===== src/rtl/bsm_pkg.sv =====
// ----------------------------------------------------------------------------
// bsm_pkg
// Shared types, operation codes and constants for the byte stack machine.
// ----------------------------------------------------------------------------
package bsm_pkg;

   localparam int STACK_DEPTH_DEF = 256;
   localparam int DATA_DEPTH_DEF  = 128;
   localparam int NUM_VARS        = 26;

   typedef enum logic [4:0] {
      OP_PUSH = 5'd0, OP_ADD = 5'd1, OP_SUB = 5'd2, OP_MUL = 5'd3, OP_DIV = 5'd4,
      OP_DROP = 5'd5, OP_DUP = 5'd6, OP_SWAP = 5'd7, OP_ROT = 5'd8, OP_OVER = 5'd9,
      OP_PICK = 5'd10, OP_AND = 5'd11, OP_OR = 5'd12, OP_XOR = 5'd13, OP_NOT = 5'd14,
      OP_EQ = 5'd15, OP_LESS = 5'd16, OP_GREATER = 5'd17, OP_PRINT_INT = 5'd18,
      OP_PRINT_CHAR = 5'd19, OP_SKIP_TRUE = 5'd20, OP_SKIP_FALSE = 5'd21,
      OP_STORE = 5'd22, OP_LOAD = 5'd23
   } op_type;

   typedef enum logic [2:0] {
      ST_OK = 3'd0, ST_UNDERFLOW = 3'd1, ST_OVERFLOW = 3'd2, ST_BAD_INDEX = 3'd3,
      ST_DIV_ZERO = 3'd4
   } status_type;

   localparam logic [1:0] PK_NONE = 2'd0;
   localparam logic [1:0] PK_INT  = 2'd1;
   localparam logic [1:0] PK_CHAR = 2'd2;

   // decoded item handed from front to back
   typedef struct packed {
      logic [4:0]       op;
      logic             known;
      logic [1:0]       need;
      logic             grows;
      logic signed [7:0] lit;
   } dec_type;

endpackage


===== src/rtl/bsm_ram.sv =====
// ----------------------------------------------------------------------------
// bsm_ram
// Generic single-port-write, single-port-read RAM with registered read.
// ----------------------------------------------------------------------------
module bsm_ram #(
   parameter int WIDTH = 8,
   parameter int DEPTH = 256
) (
   input  logic                     clock,
   input  logic                     wr_en,
   input  logic [$clog2(DEPTH)-1:0] wr_addr,
   input  logic [WIDTH-1:0]         wr_data,
   input  logic [$clog2(DEPTH)-1:0] rd_addr,
   output logic [WIDTH-1:0]         rd_data
);
   logic [WIDTH-1:0] mem_ff [DEPTH];

   always_ff @(posedge clock) begin
      if (wr_en) begin
         mem_ff[wr_addr] <= wr_data;
      end
      rd_data <= mem_ff[rd_addr];
   end
endmodule


===== src/rtl/bsm_front.sv =====
// ----------------------------------------------------------------------------
// bsm_front
// Accepts items, decodes operand needs and growth, and queues them (2 deep).
// ----------------------------------------------------------------------------
module bsm_front (
   input  logic                  clock,
   input  logic                  reset,
   input  logic                  req_push,
   output logic                  req_full,
   input  logic [4:0]            req_operation,
   input  logic signed [7:0]     req_literal,
   output logic                  q_valid,
   input  logic                  q_take,
   output bsm_pkg::dec_type      q_item
);
   import bsm_pkg::*;

   dec_type   slot_ff [2];
   logic      rd_ff, wr_ff;
   logic [1:0] cnt_ff;
   dec_type   dec;

   always_comb begin
      dec       = '0;
      dec.op    = req_operation;
      dec.lit   = req_literal;
      dec.known = (req_operation <= OP_LOAD);
      unique case (req_operation) inside
         OP_PUSH:                         dec.grows = 1'b1;
         OP_ADD, OP_SUB, OP_MUL, OP_DIV, OP_SWAP, OP_AND, OP_OR, OP_XOR,
         OP_EQ, OP_LESS, OP_GREATER, OP_STORE: dec.need = 2'd2;
         OP_OVER: begin
            dec.need  = 2'd2;
            dec.grows = 1'b1;
         end
         OP_ROT:                          dec.need = 2'd3;
         OP_DUP: begin
            dec.need  = 2'd1;
            dec.grows = 1'b1;
         end
         OP_DROP, OP_PICK, OP_NOT, OP_PRINT_INT, OP_PRINT_CHAR, OP_SKIP_TRUE,
         OP_SKIP_FALSE, OP_LOAD:          dec.need = 2'd1;
         default:                         dec.need = 2'd0;
      endcase
   end

   logic do_wr;
   assign req_full = (cnt_ff == 2'd2);
   assign do_wr    = req_push && !req_full;
   assign q_valid  = (cnt_ff != 2'd0);
   assign q_item   = slot_ff[rd_ff];

   always_ff @(posedge clock) begin
      if (do_wr) begin
         slot_ff[wr_ff] <= dec;
      end
      if (reset) begin
         rd_ff  <= 1'b0;
         wr_ff  <= 1'b0;
         cnt_ff <= 2'd0;
      end else begin
         if (do_wr) wr_ff <= ~wr_ff;
         if (q_take) rd_ff <= ~rd_ff;
         cnt_ff <= cnt_ff + 2'(do_wr) - 2'(q_take);
      end
   end
endmodule


===== src/rtl/bsm_divider.sv =====
// ----------------------------------------------------------------------------
// bsm_divider
// Signed 8-bit divider, truncating, restoring, one quotient bit per cycle.
// ----------------------------------------------------------------------------
module bsm_divider (
   input  logic              clock,
   input  logic              reset,
   input  logic              start,
   input  logic signed [7:0] dividend,
   input  logic signed [7:0] divisor,
   output logic              done,
   output logic [7:0]        quotient
);
   logic [7:0] num_ff, den_ff, q_ff;
   logic [8:0] rem_ff;
   logic [3:0] cnt_ff;
   logic       neg_ff, busy_ff;
   logic [8:0] trial;

   assign trial    = {rem_ff[7:0], num_ff[7]} - {1'b0, den_ff};
   assign done     = busy_ff && (cnt_ff == 4'd0);
   assign quotient = neg_ff ? 8'(-q_ff) : q_ff;

   always_ff @(posedge clock) begin
      if (reset) begin
         busy_ff <= 1'b0;
         cnt_ff  <= 4'd0;
      end else if (start) begin
         busy_ff <= 1'b1;
         cnt_ff  <= 4'd8;
         num_ff  <= dividend[7] ? 8'(-dividend) : dividend;
         den_ff  <= divisor[7] ? 8'(-divisor) : divisor;
         neg_ff  <= dividend[7] ^ divisor[7];
         rem_ff  <= '0;
         q_ff    <= '0;
      end else if (busy_ff) begin
         if (cnt_ff == 4'd0) begin
            busy_ff <= 1'b0;
         end else begin
            cnt_ff <= cnt_ff - 4'd1;
            num_ff <= {num_ff[6:0], 1'b0};
            if (!trial[8]) begin
               rem_ff <= trial;
               q_ff   <= {q_ff[6:0], 1'b1};
            end else begin
               rem_ff <= {rem_ff[7:0], num_ff[7]};
               q_ff   <= {q_ff[6:0], 1'b0};
            end
         end
      end
   end
endmodule


===== src/rtl/bsm_back.sv =====
// ----------------------------------------------------------------------------
// bsm_back
// Executes queued operations against the stack, variables and data array.
// Top and second are cached in registers; deeper entries live in RAM.
// ----------------------------------------------------------------------------
module bsm_back #(
   parameter int STACK_DEPTH = bsm_pkg::STACK_DEPTH_DEF,
   parameter int DATA_DEPTH  = bsm_pkg::DATA_DEPTH_DEF
) (
   input  logic                      clock,
   input  logic                      reset,
   input  logic                      q_valid,
   output logic                      q_take,
   input  bsm_pkg::dec_type          q_item,
   output logic                      rsp_empty,
   input  logic                      rsp_pop,
   output logic [2:0]                rsp_status,
   output logic signed [7:0]         rsp_top_value,
   output logic [8:0]                rsp_stack_count,
   output logic [1:0]                rsp_print_kind,
   output logic signed [7:0]         rsp_print_value,
   output logic                      rsp_skip_next
);
   import bsm_pkg::*;

   localparam int SAW = $clog2(STACK_DEPTH);
   localparam int CW  = $clog2(STACK_DEPTH + 1);
   localparam int PW  = (CW > 8) ? CW : 8;
   localparam int DAW = (DATA_DEPTH > 1) ? $clog2(DATA_DEPTH) : 1;
   localparam int CLRN = (DATA_DEPTH > NUM_VARS) ? DATA_DEPTH : NUM_VARS;
   localparam int CLW  = $clog2(CLRN + 1);

   typedef enum logic [7:0] {
      S_CLEAR = 8'b00000001, S_IDLE = 8'b00000010, S_RD = 8'b00000100,
      S_EXEC  = 8'b00001000, S_DIV  = 8'b00010000, S_WR = 8'b00100000,
      S_OUT   = 8'b01000000, S_FILL = 8'b10000000
   } state_type;

   state_type  state_ff;
   dec_type    it_ff;
   logic [CW-1:0] n_ff;
   logic [7:0] t_ff, s_ff;
   logic [CLW-1:0] clr_ff;
   logic [2:0] st_ff;
   logic [1:0] pk_ff;
   logic [7:0] pv_ff;
   logic       sk_ff;
   logic       out_ff;

   // stack RAM holds entries below the cached top two
   logic           sw_en;
   logic [SAW-1:0] sw_addr, sr_addr;
   logic [7:0]     sw_data, sr_data;
   logic           vw_en;
   logic [4:0]     vw_addr, vr_addr;
   logic [7:0]     vw_data, vr_data;
   logic           dw_en;
   logic [DAW-1:0] dw_addr, dr_addr;
   logic [7:0]     dw_data, dr_data;

   bsm_ram #(.WIDTH(8), .DEPTH(STACK_DEPTH)) u_stack (
      .clock, .wr_en(sw_en), .wr_addr(sw_addr), .wr_data(sw_data),
      .rd_addr(sr_addr), .rd_data(sr_data));
   bsm_ram #(.WIDTH(8), .DEPTH(32)) u_vars (
      .clock, .wr_en(vw_en), .wr_addr(vw_addr), .wr_data(vw_data),
      .rd_addr(vr_addr), .rd_data(vr_data));
   bsm_ram #(.WIDTH(8), .DEPTH(1 << DAW)) u_data (
      .clock, .wr_en(dw_en), .wr_addr(dw_addr), .wr_data(dw_data),
      .rd_addr(dr_addr), .rd_data(dr_data));

   logic div_start, div_done;
   logic [7:0] div_q;
   bsm_divider u_div (
      .clock, .reset, .start(div_start), .dividend(s_ff), .divisor(t_ff),
      .done(div_done), .quotient(div_q));

   // address resolution for store/load
   logic is_var, is_dat, addr_ok;
   assign is_var  = (t_ff >= 8'd97) && (t_ff <= 8'd122);
   assign is_dat  = t_ff[7] && ({1'b0, t_ff[6:0]} < 8'(DATA_DEPTH));
   assign addr_ok = is_var || is_dat;

   logic [CW-1:0] nm1, nm2, nm3;
   assign nm1 = n_ff - CW'(1);
   assign nm2 = n_ff - CW'(2);
   assign nm3 = n_ff - CW'(3);

   logic err_pre;
   assign err_pre = (n_ff < CW'(it_ff.need)) ||
                    (it_ff.grows && (n_ff >= CW'(STACK_DEPTH)));

   logic pick_neg, pick_big;
   assign pick_neg = t_ff[7];
   assign pick_big = (PW'(t_ff[6:0]) >= PW'(nm1));

   assign q_take    = (state_ff == S_IDLE) && q_valid;
   assign div_start = (state_ff == S_EXEC) && !err_pre && it_ff.op == OP_DIV &&
                      t_ff != 8'd0;

   logic rsp_load;
   assign rsp_load = (state_ff == S_OUT) && (!out_ff || rsp_pop);

   // read addresses, used in S_RD and, for the refill, in S_FILL
   always_comb begin
      sr_addr = SAW'(nm3);
      if (it_ff.op == OP_PICK) begin
         sr_addr = SAW'(PW'(nm2) - PW'(t_ff[6:0]));
      end else if (state_ff == S_FILL) begin
         sr_addr = SAW'(nm2);
      end
      vr_addr = 5'(t_ff - 8'd97);
      dr_addr = DAW'(t_ff[6:0]);
   end

   always_comb begin
      sw_en   = 1'b0;
      sw_addr = SAW'(nm2);
      sw_data = s_ff;
      vw_en   = (state_ff == S_CLEAR) && (clr_ff < CLW'(NUM_VARS));
      vw_addr = 5'(clr_ff);
      vw_data = 8'd0;
      dw_en   = (state_ff == S_CLEAR) && (clr_ff < CLW'(DATA_DEPTH));
      dw_addr = DAW'(clr_ff);
      dw_data = 8'd0;
      if (state_ff == S_EXEC && !err_pre) begin
         unique case (it_ff.op) inside
            OP_PUSH, OP_DUP, OP_OVER: sw_en = (n_ff >= CW'(2));
            OP_ROT: begin
               sw_en   = 1'b1;
               sw_addr = SAW'(nm3);
            end
            OP_STORE: begin
               vw_en   = is_var;
               vw_addr = 5'(t_ff - 8'd97);
               vw_data = s_ff;
               dw_en   = is_dat;
               dw_addr = DAW'(t_ff[6:0]);
               dw_data = s_ff;
            end
            default: ;
         endcase
      end
   end

   logic [7:0] sum, dif, prd;
   assign sum = s_ff + t_ff;
   assign dif = s_ff - t_ff;
   assign prd = 8'(s_ff * t_ff);

   assign rsp_empty = !out_ff;

   always_ff @(posedge clock) begin
      if (reset) begin
         state_ff <= S_CLEAR;
         clr_ff   <= '0;
         n_ff     <= '0;
         out_ff   <= 1'b0;
      end else begin
         if (rsp_load) out_ff <= 1'b1;
         else if (rsp_pop) out_ff <= 1'b0;
         unique case (state_ff)
            S_CLEAR: begin
               clr_ff <= clr_ff + CLW'(1);
               if (clr_ff == CLW'(CLRN - 1)) state_ff <= S_IDLE;
            end
            S_IDLE: begin
               if (q_valid) begin
                  it_ff    <= q_item;
                  state_ff <= S_RD;
               end
            end
            S_RD: state_ff <= S_EXEC;
            S_EXEC: begin
               st_ff <= ST_OK;
               pk_ff <= PK_NONE;
               pv_ff <= 8'd0;
               sk_ff <= 1'b0;
               state_ff <= S_OUT;
               if (err_pre) begin
                  st_ff <= (n_ff < CW'(it_ff.need)) ? ST_UNDERFLOW : ST_OVERFLOW;
               end else if (it_ff.known) begin
                  unique case (it_ff.op) inside
                     OP_PUSH: begin
                        s_ff <= t_ff; t_ff <= it_ff.lit; n_ff <= n_ff + CW'(1);
                     end
                     OP_DUP: begin
                        s_ff <= t_ff; n_ff <= n_ff + CW'(1);
                     end
                     OP_OVER: begin
                        s_ff <= t_ff; t_ff <= s_ff; n_ff <= n_ff + CW'(1);
                     end
                     OP_ADD: begin
                        t_ff <= sum; n_ff <= nm1; state_ff <= S_FILL;
                     end
                     OP_SUB: begin
                        t_ff <= dif; n_ff <= nm1; state_ff <= S_FILL;
                     end
                     OP_MUL: begin
                        t_ff <= prd; n_ff <= nm1; state_ff <= S_FILL;
                     end
                     OP_AND: begin
                        t_ff <= s_ff & t_ff; n_ff <= nm1; state_ff <= S_FILL;
                     end
                     OP_OR: begin
                        t_ff <= s_ff | t_ff; n_ff <= nm1; state_ff <= S_FILL;
                     end
                     OP_XOR: begin
                        t_ff <= s_ff ^ t_ff; n_ff <= nm1; state_ff <= S_FILL;
                     end
                     OP_DIV: begin
                        if (t_ff == 8'd0) st_ff <= ST_DIV_ZERO;
                        else state_ff <= S_DIV;
                     end
                     OP_DROP, OP_PRINT_CHAR: begin
                        if (it_ff.op == OP_PRINT_CHAR) begin
                           pk_ff <= PK_CHAR; pv_ff <= t_ff;
                        end
                        t_ff <= s_ff; n_ff <= nm1;
                        state_ff <= S_FILL;
                     end
                     OP_SWAP: begin
                        t_ff <= s_ff; s_ff <= t_ff;
                     end
                     OP_ROT: begin
                        t_ff <= sr_data; s_ff <= t_ff;
                     end
                     OP_PICK: begin
                        if (pick_neg) st_ff <= ST_OVERFLOW;
                        else if (pick_big) st_ff <= ST_UNDERFLOW;
                        else if (t_ff[6:0] == 7'd0) t_ff <= s_ff;
                        else t_ff <= sr_data;
                     end
                     OP_NOT:     t_ff <= ~t_ff;
                     OP_EQ:      t_ff <= {8{s_ff == t_ff}};
                     OP_LESS:    t_ff <= {8{$signed(t_ff) < $signed(s_ff)}};
                     OP_GREATER: t_ff <= {8{$signed(t_ff) > $signed(s_ff)}};
                     OP_PRINT_INT: begin
                        pk_ff <= PK_INT; pv_ff <= t_ff;
                     end
                     OP_SKIP_TRUE:  sk_ff <= (t_ff != 8'd0);
                     OP_SKIP_FALSE: sk_ff <= (t_ff == 8'd0);
                     OP_STORE: begin
                        if (!addr_ok) st_ff <= ST_BAD_INDEX;
                        else begin
                           t_ff <= s_ff; n_ff <= nm1; state_ff <= S_FILL;
                        end
                     end
                     OP_LOAD: begin
                        if (!addr_ok) st_ff <= ST_BAD_INDEX;
                        else t_ff <= is_var ? vr_data : dr_data;
                     end
                     default: ;
                  endcase
               end
            end
            S_DIV: begin
               if (div_done) begin
                  t_ff <= div_q; n_ff <= nm1; state_ff <= S_FILL;
               end
            end
            S_FILL: state_ff <= S_WR;
            S_WR: begin
               s_ff <= sr_data;
               state_ff <= S_OUT;
            end
            S_OUT: begin
               if (rsp_load) begin
                  rsp_status      <= st_ff;
                  rsp_top_value   <= (n_ff != '0) ? t_ff : 8'd0;
                  rsp_stack_count <= 9'(n_ff);
                  rsp_print_kind  <= pk_ff;
                  rsp_print_value <= pv_ff;
                  rsp_skip_next   <= sk_ff;
                  state_ff        <= S_IDLE;
               end
            end
            default: state_ff <= S_IDLE;
         endcase
      end
   end
endmodule


===== src/rtl/byte_stack_machine_execute.sv =====
// ----------------------------------------------------------------------------
// byte_stack_machine_execute
// Signed 8-bit stack machine: one decoded operation per item, one result each.
// ----------------------------------------------------------------------------
// A two-entry queue decouples intake from execution. Each item passes the executor
// states in order: take from the queue, read of the third stack entry, execute,
// result; when it pops, a refill of the cached second entry from the stack RAM
// comes before the result, and a divide first waits on the bit-serial divider.
// The executor holds in its result state while a result waits unread. After
// reset a clearing pass over the variables and data array runs, during which
// items queue but do not execute.
module byte_stack_machine_execute #(
   parameter int STACK_DEPTH = bsm_pkg::STACK_DEPTH_DEF,
   parameter int DATA_DEPTH  = bsm_pkg::DATA_DEPTH_DEF
) (
   input  logic              clock,
   input  logic              reset,
   input  logic              req_push,
   output logic              req_full,
   input  logic [4:0]        req_operation,
   input  logic signed [7:0] req_literal,
   output logic              rsp_empty,
   input  logic              rsp_pop,
   output logic [2:0]        rsp_status,
   output logic signed [7:0] rsp_top_value,
   output logic [8:0]        rsp_stack_count,
   output logic [1:0]        rsp_print_kind,
   output logic signed [7:0] rsp_print_value,
   output logic              rsp_skip_next
);
   import bsm_pkg::*;

   logic    q_valid, q_take;
   dec_type q_item;

   bsm_front u_front (
      .clock, .reset, .req_push, .req_full, .req_operation, .req_literal,
      .q_valid, .q_take, .q_item);

   bsm_back #(.STACK_DEPTH(STACK_DEPTH), .DATA_DEPTH(DATA_DEPTH)) u_back (
      .clock, .reset, .q_valid, .q_take, .q_item, .rsp_empty, .rsp_pop,
      .rsp_status, .rsp_top_value, .rsp_stack_count, .rsp_print_kind,
      .rsp_print_value, .rsp_skip_next);

`ifndef NO_ASSERTIONS
   a_status_range: assert property (@(posedge clock) disable iff (reset)
      !rsp_empty |-> rsp_status <= ST_DIV_ZERO) else $error("status out of range");
   a_count_range: assert property (@(posedge clock) disable iff (reset)
      !rsp_empty |-> rsp_stack_count <= 9'(STACK_DEPTH)) else $error("count too big");
   a_err_quiet: assert property (@(posedge clock) disable iff (reset)
      !rsp_empty && rsp_status != ST_OK |-> rsp_print_kind == PK_NONE && !rsp_skip_next)
      else $error("error with side output");
   a_take_valid: assert property (@(posedge clock) disable iff (reset)
      q_take |-> q_valid) else $error("queue underrun");
`endif
endmodule

===== config.mk =====
export PLATFORM = sky130hd
export DESIGN_NAME = byte_stack_machine_execute
export DESIGN_NICKNAME = d
export VERILOG_FILES = /design/src/rtl/bsm_pkg.sv /design/src/rtl/bsm_ram.sv /design/src/rtl/bsm_front.sv /design/src/rtl/bsm_divider.sv /design/src/rtl/bsm_back.sv /design/src/rtl/byte_stack_machine_execute.sv
export SDC_FILE = /design/constraint.sdc
export NUM_CORES = 2
export LEC_CHECK = 0
export BUFFER_PORTS_ARGS = -buffer_cell sky130_fd_sc_hd__buf_2
export CORE_ASPECT_RATIO = 1.2
export CORE_UTILIZATION = 40
export DETAILED_ROUTE_END_ITERATION = 10
export PLACE_DENSITY = 0.54
export SKIP_LAST_GASP = 1
export SYNTH_ARGS = -nofsm -noshare
export SYNTH_HDL_FRONTEND = slang
export SYNTH_SLANG_ARGS = --single-unit

===== constraint.sdc =====
create_clock -name clock -period 9.23 [get_ports clock]
set_clock_uncertainty 0.05 [all_clocks]
set_input_delay 0.923 -clock clock [delete_from_list [all_inputs] [get_ports clock]]
set_output_delay 0.923 -clock clock [all_outputs]
set_load 0.005 [all_outputs]

After elaboration in Yosys (flattened, before gate mapping) --
Memory sizes are Yosys's and may differ from the RTL's. A register that Yosys moved wholly into a read port is not among the register bits. Index checks and enable logic that the tools add are counted.
Storage, ports and cells: bits in registers 129, RAM bits 3362, bits of input ports 17, output and inout port bits 33, word-level logic and storage cells 284, memories kept 4
Cells by class: $add $sub $neg 16, multipliers 1, magnitude comparators 11, equality and inequality tests 71, multiplexer cells 90, bitwise gates (word level) 10, reduce and logical (&&, ||, !) cells 52
Memory list:
- u_back.u_stack.mem_ff | words 256, width 8, rd ports 1, clocked after Yosys merged registers in 1, write ports 1, RTL line bsm_ram.sv:16 | logic [WIDTH-1:0] mem_ff [DEPTH];
- u_back.u_data.mem_ff | words 128, width 8, rd ports 1, clocked after Yosys merged registers in 1, write ports 1, RTL line bsm_ram.sv:16
- u_back.u_vars.mem_ff | words 32, width 8, rd ports 1, clocked after Yosys merged registers in 1, write ports 1, RTL line bsm_ram.sv:16
- u_front.slot_ff | words 2, width 17, rd ports 1, clocked after Yosys merged registers in 1, write ports 1, RTL line bsm_front.sv:18 | dec_type slot_ff [2];
Operators by type and width (number):
- two-way mux 8 bit | 36
- case mux 8 bit (16 select lines) | 1
- == test 5 x 4 -> 1 bit (second input constant) | 16
- == test 5 bit (second input constant) | 16
- case mux 8 bit (8 select lines) | 1
- case mux 8 bit (2 select lines) | 3
- == test 5 x 3 -> 1 bit (second input constant) | 8
- two-way mux 9 bit | 4
- two-way mux 7 bit | 4
- case mux 9 bit (3 select lines) | 1
- negation 8 bit | 3
- case mux 8 bit (3 select lines) | 1
- two-way mux 1 bit | 21
- == test 5 x 2 -> 1 bit (second input constant) | 4
- case mux 9 bit (2 select lines) | 1
- inequality test 17 bit (second input constant) | 1
- == test 8 x 7 -> 1 bit (second input constant) | 2
- subtractor 8 x 2 -> 8 bit (second input constant) | 2
- OR reduction 13 bit | 1
- two-way mux 4 bit | 3
- logical AND 1 bit | 11
- == test 5 x 1 -> 1 bit (second input constant) | 2
- logical NOT 5 bit | 2
- two-way mux 5 bit | 2
- other kinds (70) | 105

Logic depth before layout (Yosys ltp) --
word-level depth 9, depth in mapped cells 22, mapped depth without buffers 18

By module --
A second synthesis with hierarchy kept.
Unflattened totals: cells, all modules 7073, area total of the unflattened synthesis 141683.4 µm²
By module, submodules not included:
- bsm_ram at u_back.u_stack | times used 1, cells each 3733, area each 79556.3 µm², seq. area each 61659.1 µm²
- bsm_ram at u_back.u_data | times used 1, cells each 1635, area each 39663.0 µm², seq. area each 30909.6 µm²
- bsm_ram at u_back.u_vars | times used 1, cells each 417, area each 10053.4 µm², seq. area each 7847.5 µm²
- bsm_back | times used 1, cells each 960, area each 8508.2 µm², seq. area each 2862.7 µm²
- bsm_divider | times used 1, cells each 226, area each 2306.0 µm², seq. area each 1091.0 µm²
- bsm_front | times used 1, cells each 102, area each 1596.5 µm², seq. area each 1121.1 µm²

Worst setup path before layout --
OpenSTA, ideal clock, no wires.
path type register to register, start point register u_back.s_ff[3], end point memory u_back.u_data.mem_ff[0][3] (data pin), library setup time 946 ps, arrival time 8525 ps, required time 8234 ps, slack -291 ps, stages on the path, launching flop included 3, path buffers 0, period minus slack after synthesis 9521 ps, path through edfxtp_1 -> clkinv_1 -> nor2_1
On the way: longest elaborated chain between the ends 2
Ends and longest elaborated chain:
- start, declared | RTL line bsm_back.sv:42 | logic [7:0] t_ff, s_ff;
- start signal, assigned | RTL line bsm_back.sv:184 | s_ff <= t_ff; t_ff <= it_ff.lit; n_ff <= n_ff + CW'(1);
- start signal, assigned | RTL line bsm_back.sv:187 | s_ff <= t_ff; n_ff <= n_ff + CW'(1);
- start signal, assigned | RTL line bsm_back.sv:225 | t_ff <= sr_data; s_ff <= t_ff;
- two-way mux 8 bit | RTL line bsm_back.sv:126 | unique case (it_ff.op) inside
- two-way mux 8 bit | RTL line bsm_back.sv:125 | if (state_ff == S_EXEC && !err_pre) begin
- named net u_back.dw_data[3] | RTL line bsm_back.sv:59 | logic [7:0] dw_data, dr_data;
- end, declared | RTL line bsm_ram.sv:16
The timed path passes the listed nets, and every way through them passes these cells.

Worst setup path in the final report --
start point register u_back.it_ff[16] (netlist bit), end point register u_back.u_stack.rd_data[2], read port of u_back.u_stack.mem_ff
On the way: longest elaborated chain between the ends 2
Ends and longest elaborated chain:
- start, declared | RTL line bsm_back.sv:40 | dec_type it_ff;
- start signal, assigned | RTL line bsm_back.sv:168 | it_ff <= q_item;
- == test 5 x 4 -> 1 bit | RTL line bsm_back.sv:106 | if (it_ff.op == OP_PICK) begin
- two-way mux 8 bit | RTL line bsm_back.sv:106
- end, declared | RTL line bsm_ram.sv:14 | output logic [WIDTH-1:0] rd_data
Every way passes these cells. A chain may end at the register's enable or synchronous reset.

==> flow_metrics.tcl <==
set metrics [dict create \
    clk_latency_ns 0.96 \
    die_w_um 549.2 \
    violations "capacitance limit" \
    ys.warnings.count 0 \
    hold_class "in -> reg" \
    initialDrtViolationCount 8619 \
    routedWlPerCell_um 29.11 \
    grt_max_degree 195 \
    vdd_ir_drop_max_mv 0.1850 \
    ys.flop_type "edfxtp_1" \
    fp.dieH_um 658.7 \
    grt_overflow 0 \
    synth_nets 9195 \
    run_status "finished, violations left" \
    nNetsFinal 9263 \
    synth_largest_area_cell "edfxtp_1" \
    clkSlewWorstSetupHoldPaths_ns 0.06 \
    layout_common_cells "edfxtp_1, nand2_1, nor2_1, nand3_1, mux4_2" \
    drv_slew 0 \
    postRouteAntennaNets 0 \
    hold_viol_final 0 \
    muxShareOfSynthArea_pct 9.577 \
    fmax_mhz 140.8 \
    antenna_found_initial 13 \
    cts_setup_buffers 0 \
    r2r_setup_slack_ns 2.13 \
    synth-xor-area-share_pct 0.5057 \
    io_buffers 49 \
    dieArea_sq_um 361800 \
    globalRouteTotalUtil_pct 22.45 \
    synth_top_area_share_pct 72.55 \
    synth-simple-area-share_pct 9.100 \
    worstSetupPathType "reg -> reg" \
    fin_ws_ns 2.129 \
    start_util_pct 40.29 \
    startpoint_type "register" \
    synth_top_family_by_area "multiplexers" \
    period_minus_slack_ns 7.101 \
    vias 81400 \
    utilization_pct 45.15 \
    fin_crit_sh_pct 76.93 \
    num_rows 240 \
    power_density_nw_per_um2 201.8 \
    hpwl_mm 247.7 \
    synth.distinct_cells 84 \
    post-place-ws_ns 2.190 \
    setup_violations 0 \
    drive_above_1_share_pct 14.27 \
    core-area_sq_um 356700 \
    final_cells 14160 \
    clk_path_buf_depth 4 \
    crit_path_end_kind "register" \
    cts_inserted_buffers 370 \
    ys_ff_latch 3532 \
    grt_pass1_vias 80840 \
    drcViolationCount 0 \
    gp_congestion 0.8747 \
    synth_compound_area_share_pct 4.424 \
    dp.cells 13490 \
    drt_pass1_iterations 6 \
    power.static_leakage_nw 50.75 \
    cts_sinks 3532 \
    wl_mm 412.0 \
    areaGrowthSynthToFinish_pct 12.05 \
    ios 50 \
    rsz0062_at_grt "no" \
    cp_max_fo 54 \
    syn_inst 9075 \
    synth-edff-count 3473 \
    cts_tree "yes" \
    critPathRequiredTime_ns 9.93 \
    cts_max_level 5 \
    seq_area_frac_synth_pct 73.38 \
    power_w 0.03251 \
    via_per_inst 5.750 \
    postCtsHoldBufs 0 \
    final_common_cell "edfxtp_1" \
    drv_cap 1 \
    root_buffer "clkbuf_16" \
    async_reset_ff_share_pct 0 \
    tightest_slew_ns 1.458 \
    ys_top_cells_by_area "edfxtp_1, mux4_2, nand2_1" \
    fin_setup_tns_ns 0 \
    cts-resized-gates 0 \
    synth_fa_ha_area_share_pct 0.9801 \
    syn_area_per_cell_sq_um 15.84 \
    slew_headroom_pct 1.548 \
    grt_pass1_wl_mm 591.2 \
    synthesis.area_sq_um 143700 \
    num-fill-cells 31080 \
    crit_arrival_ns 7.80 \
]
logic make-up (layout without fill, tap and decap cells):
kind of cell / Yosys count / after routing
AO/OA/AOI/OAI: 907 / 907
multiplexers: 781 / 781
other: 0 / 4
adder cells (fa/ha/maj): 103 / 103
buffers and inverters: 637 / 996
flip-flops: 3532 / 3532
AND/OR/NAND/NOR: 3032 / 3032
XOR/XNOR: 83 / 83
Yosys cell counts (11+ instances only):
master     instances
nand3b_1          14
nor2b_1           15
o21ai_0           67
o21bai_1          12
ha_1              87
buf_4             65
nand3_1          502
buf_6             13
a221oi_1          25
o22ai_1           33
nand2b_1          26
mux2_2            34
a211oi_1          27
nand2_1         1545
buf_2            158
buf_1             71
o211ai_1          24
edfxtp_1        3473
a22o_1            11
mux4_2           472
nor4_1            30
a2111oi_0         12
a32oi_1          148
clkbuf_1         237
a32o_1            14
a31oi_1          103
a21oi_1          224
o2111ai_1         11
nor2_1           602
xnor2_1           57
nand4_1           50
mux2i_1          275
a21o_1            18
o21a_1            17
dfxtp_1           59
and2_1            28
a22oi_1           35
or3_1             19
fa_1              16
and3_1            99
inv_1             88
nor3_1            46
a311oi_1          12
xor2_1            26
o31ai_1           28
sequential cells by signal, summed over array words and instances, names as in the netlist, 9 cells and up:
signal,cells
u_back.rsp_stack_count,9
u_back.it_ff,17
u_back.n_ff,9
u_back.u_stack.mem_ff,2048
u_front.slot_ff,34
u_back.u_vars.mem_ff,256
u_back.u_data.mem_ff,1024
power breakdown:
| group | switching (W) | internal [W] | leakage [nW] |
|---|---|---|---|
| clock | 0.00626 | 0.00828 | 5.71 |
| combinational | 0.000361 | 0.0000952 | 13.7 |
| sequential | 0.0000349 | 0.0175 | 31.3 |
| total | 0.00666 | 0.0259 | 50.8 |
layer usage:
metal,up-vias,routed length [um],GRT usage [%]
met1,42480,164700,29.31
met5,-,44,0
met3,638,27120,3.531
met4,8,17290,8.660
li1,35220,-,-
met2,3053,202900,37.64
stage by stage:
| step | hold slack (ns) | area [sq um] |
|---|---|---|
| 3_5_place_dp | 0.3556 | 149400 |
| 5_1_grt | 0.08900 | 161100 |
| 6_report | 0.1223 | 161100 |
| 2_1_floorplan | 0.3503 | 143700 |
| 3_3_place_gp | 0.3516 | 149400 |
| 4_1_cts | 0.06006 | 161000 |
layout make-up:
| type | count | area [sq um] | share of cell area [%] |
|---|---|---|---|
| sequential | 3532 | 105500 | 65.48 |
| clock buffer | 449 | 9647 | 5.989 |
| clock inverter | 214 | 2013 | 1.250 |
| multi-input combinational | 4906 | 35710 | 22.17 |
| timing repair buffer | 240 | 1958 | 1.216 |
| inverter | 93 | 351.6 | 0.2183 |
| antenna | 4 | 10.01 | 0.006214 |
| tap | 4719 | 5904 | 3.666 |
worst max-delay path, cell delays in order, from the launching register on:
cell,delay [ns]
edfxtp_1,0.69
or3_1,0.68
nor2_4,0.96
o32ai_4,0.40
nor2_4,0.95
buf_4,0.81
a32oi_1,0.23
nand4_1,0.18
nand4_1,0.35
a32o_1,0.40
nor4_1,0.86
nand4_1,0.19
worst paths after layout:
| check | start | end | depth (start not counted) |
|---|---|---|---|
| worst max-delay path | u_back.it_ff[16] | u_back.u_stack.rd_data[2] | 11 |
| worst min-delay path | req_literal[2] | u_front.slot_ff[1][2] | 1 |
| worst max register to register | u_back.it_ff[16] | u_back.u_stack.rd_data[2] | 11 |
| worst min register to register | u_back.pv_ff[6] | u_back.rsp_print_value[6] | 0 |
Power figures use the tool's default switching activity.
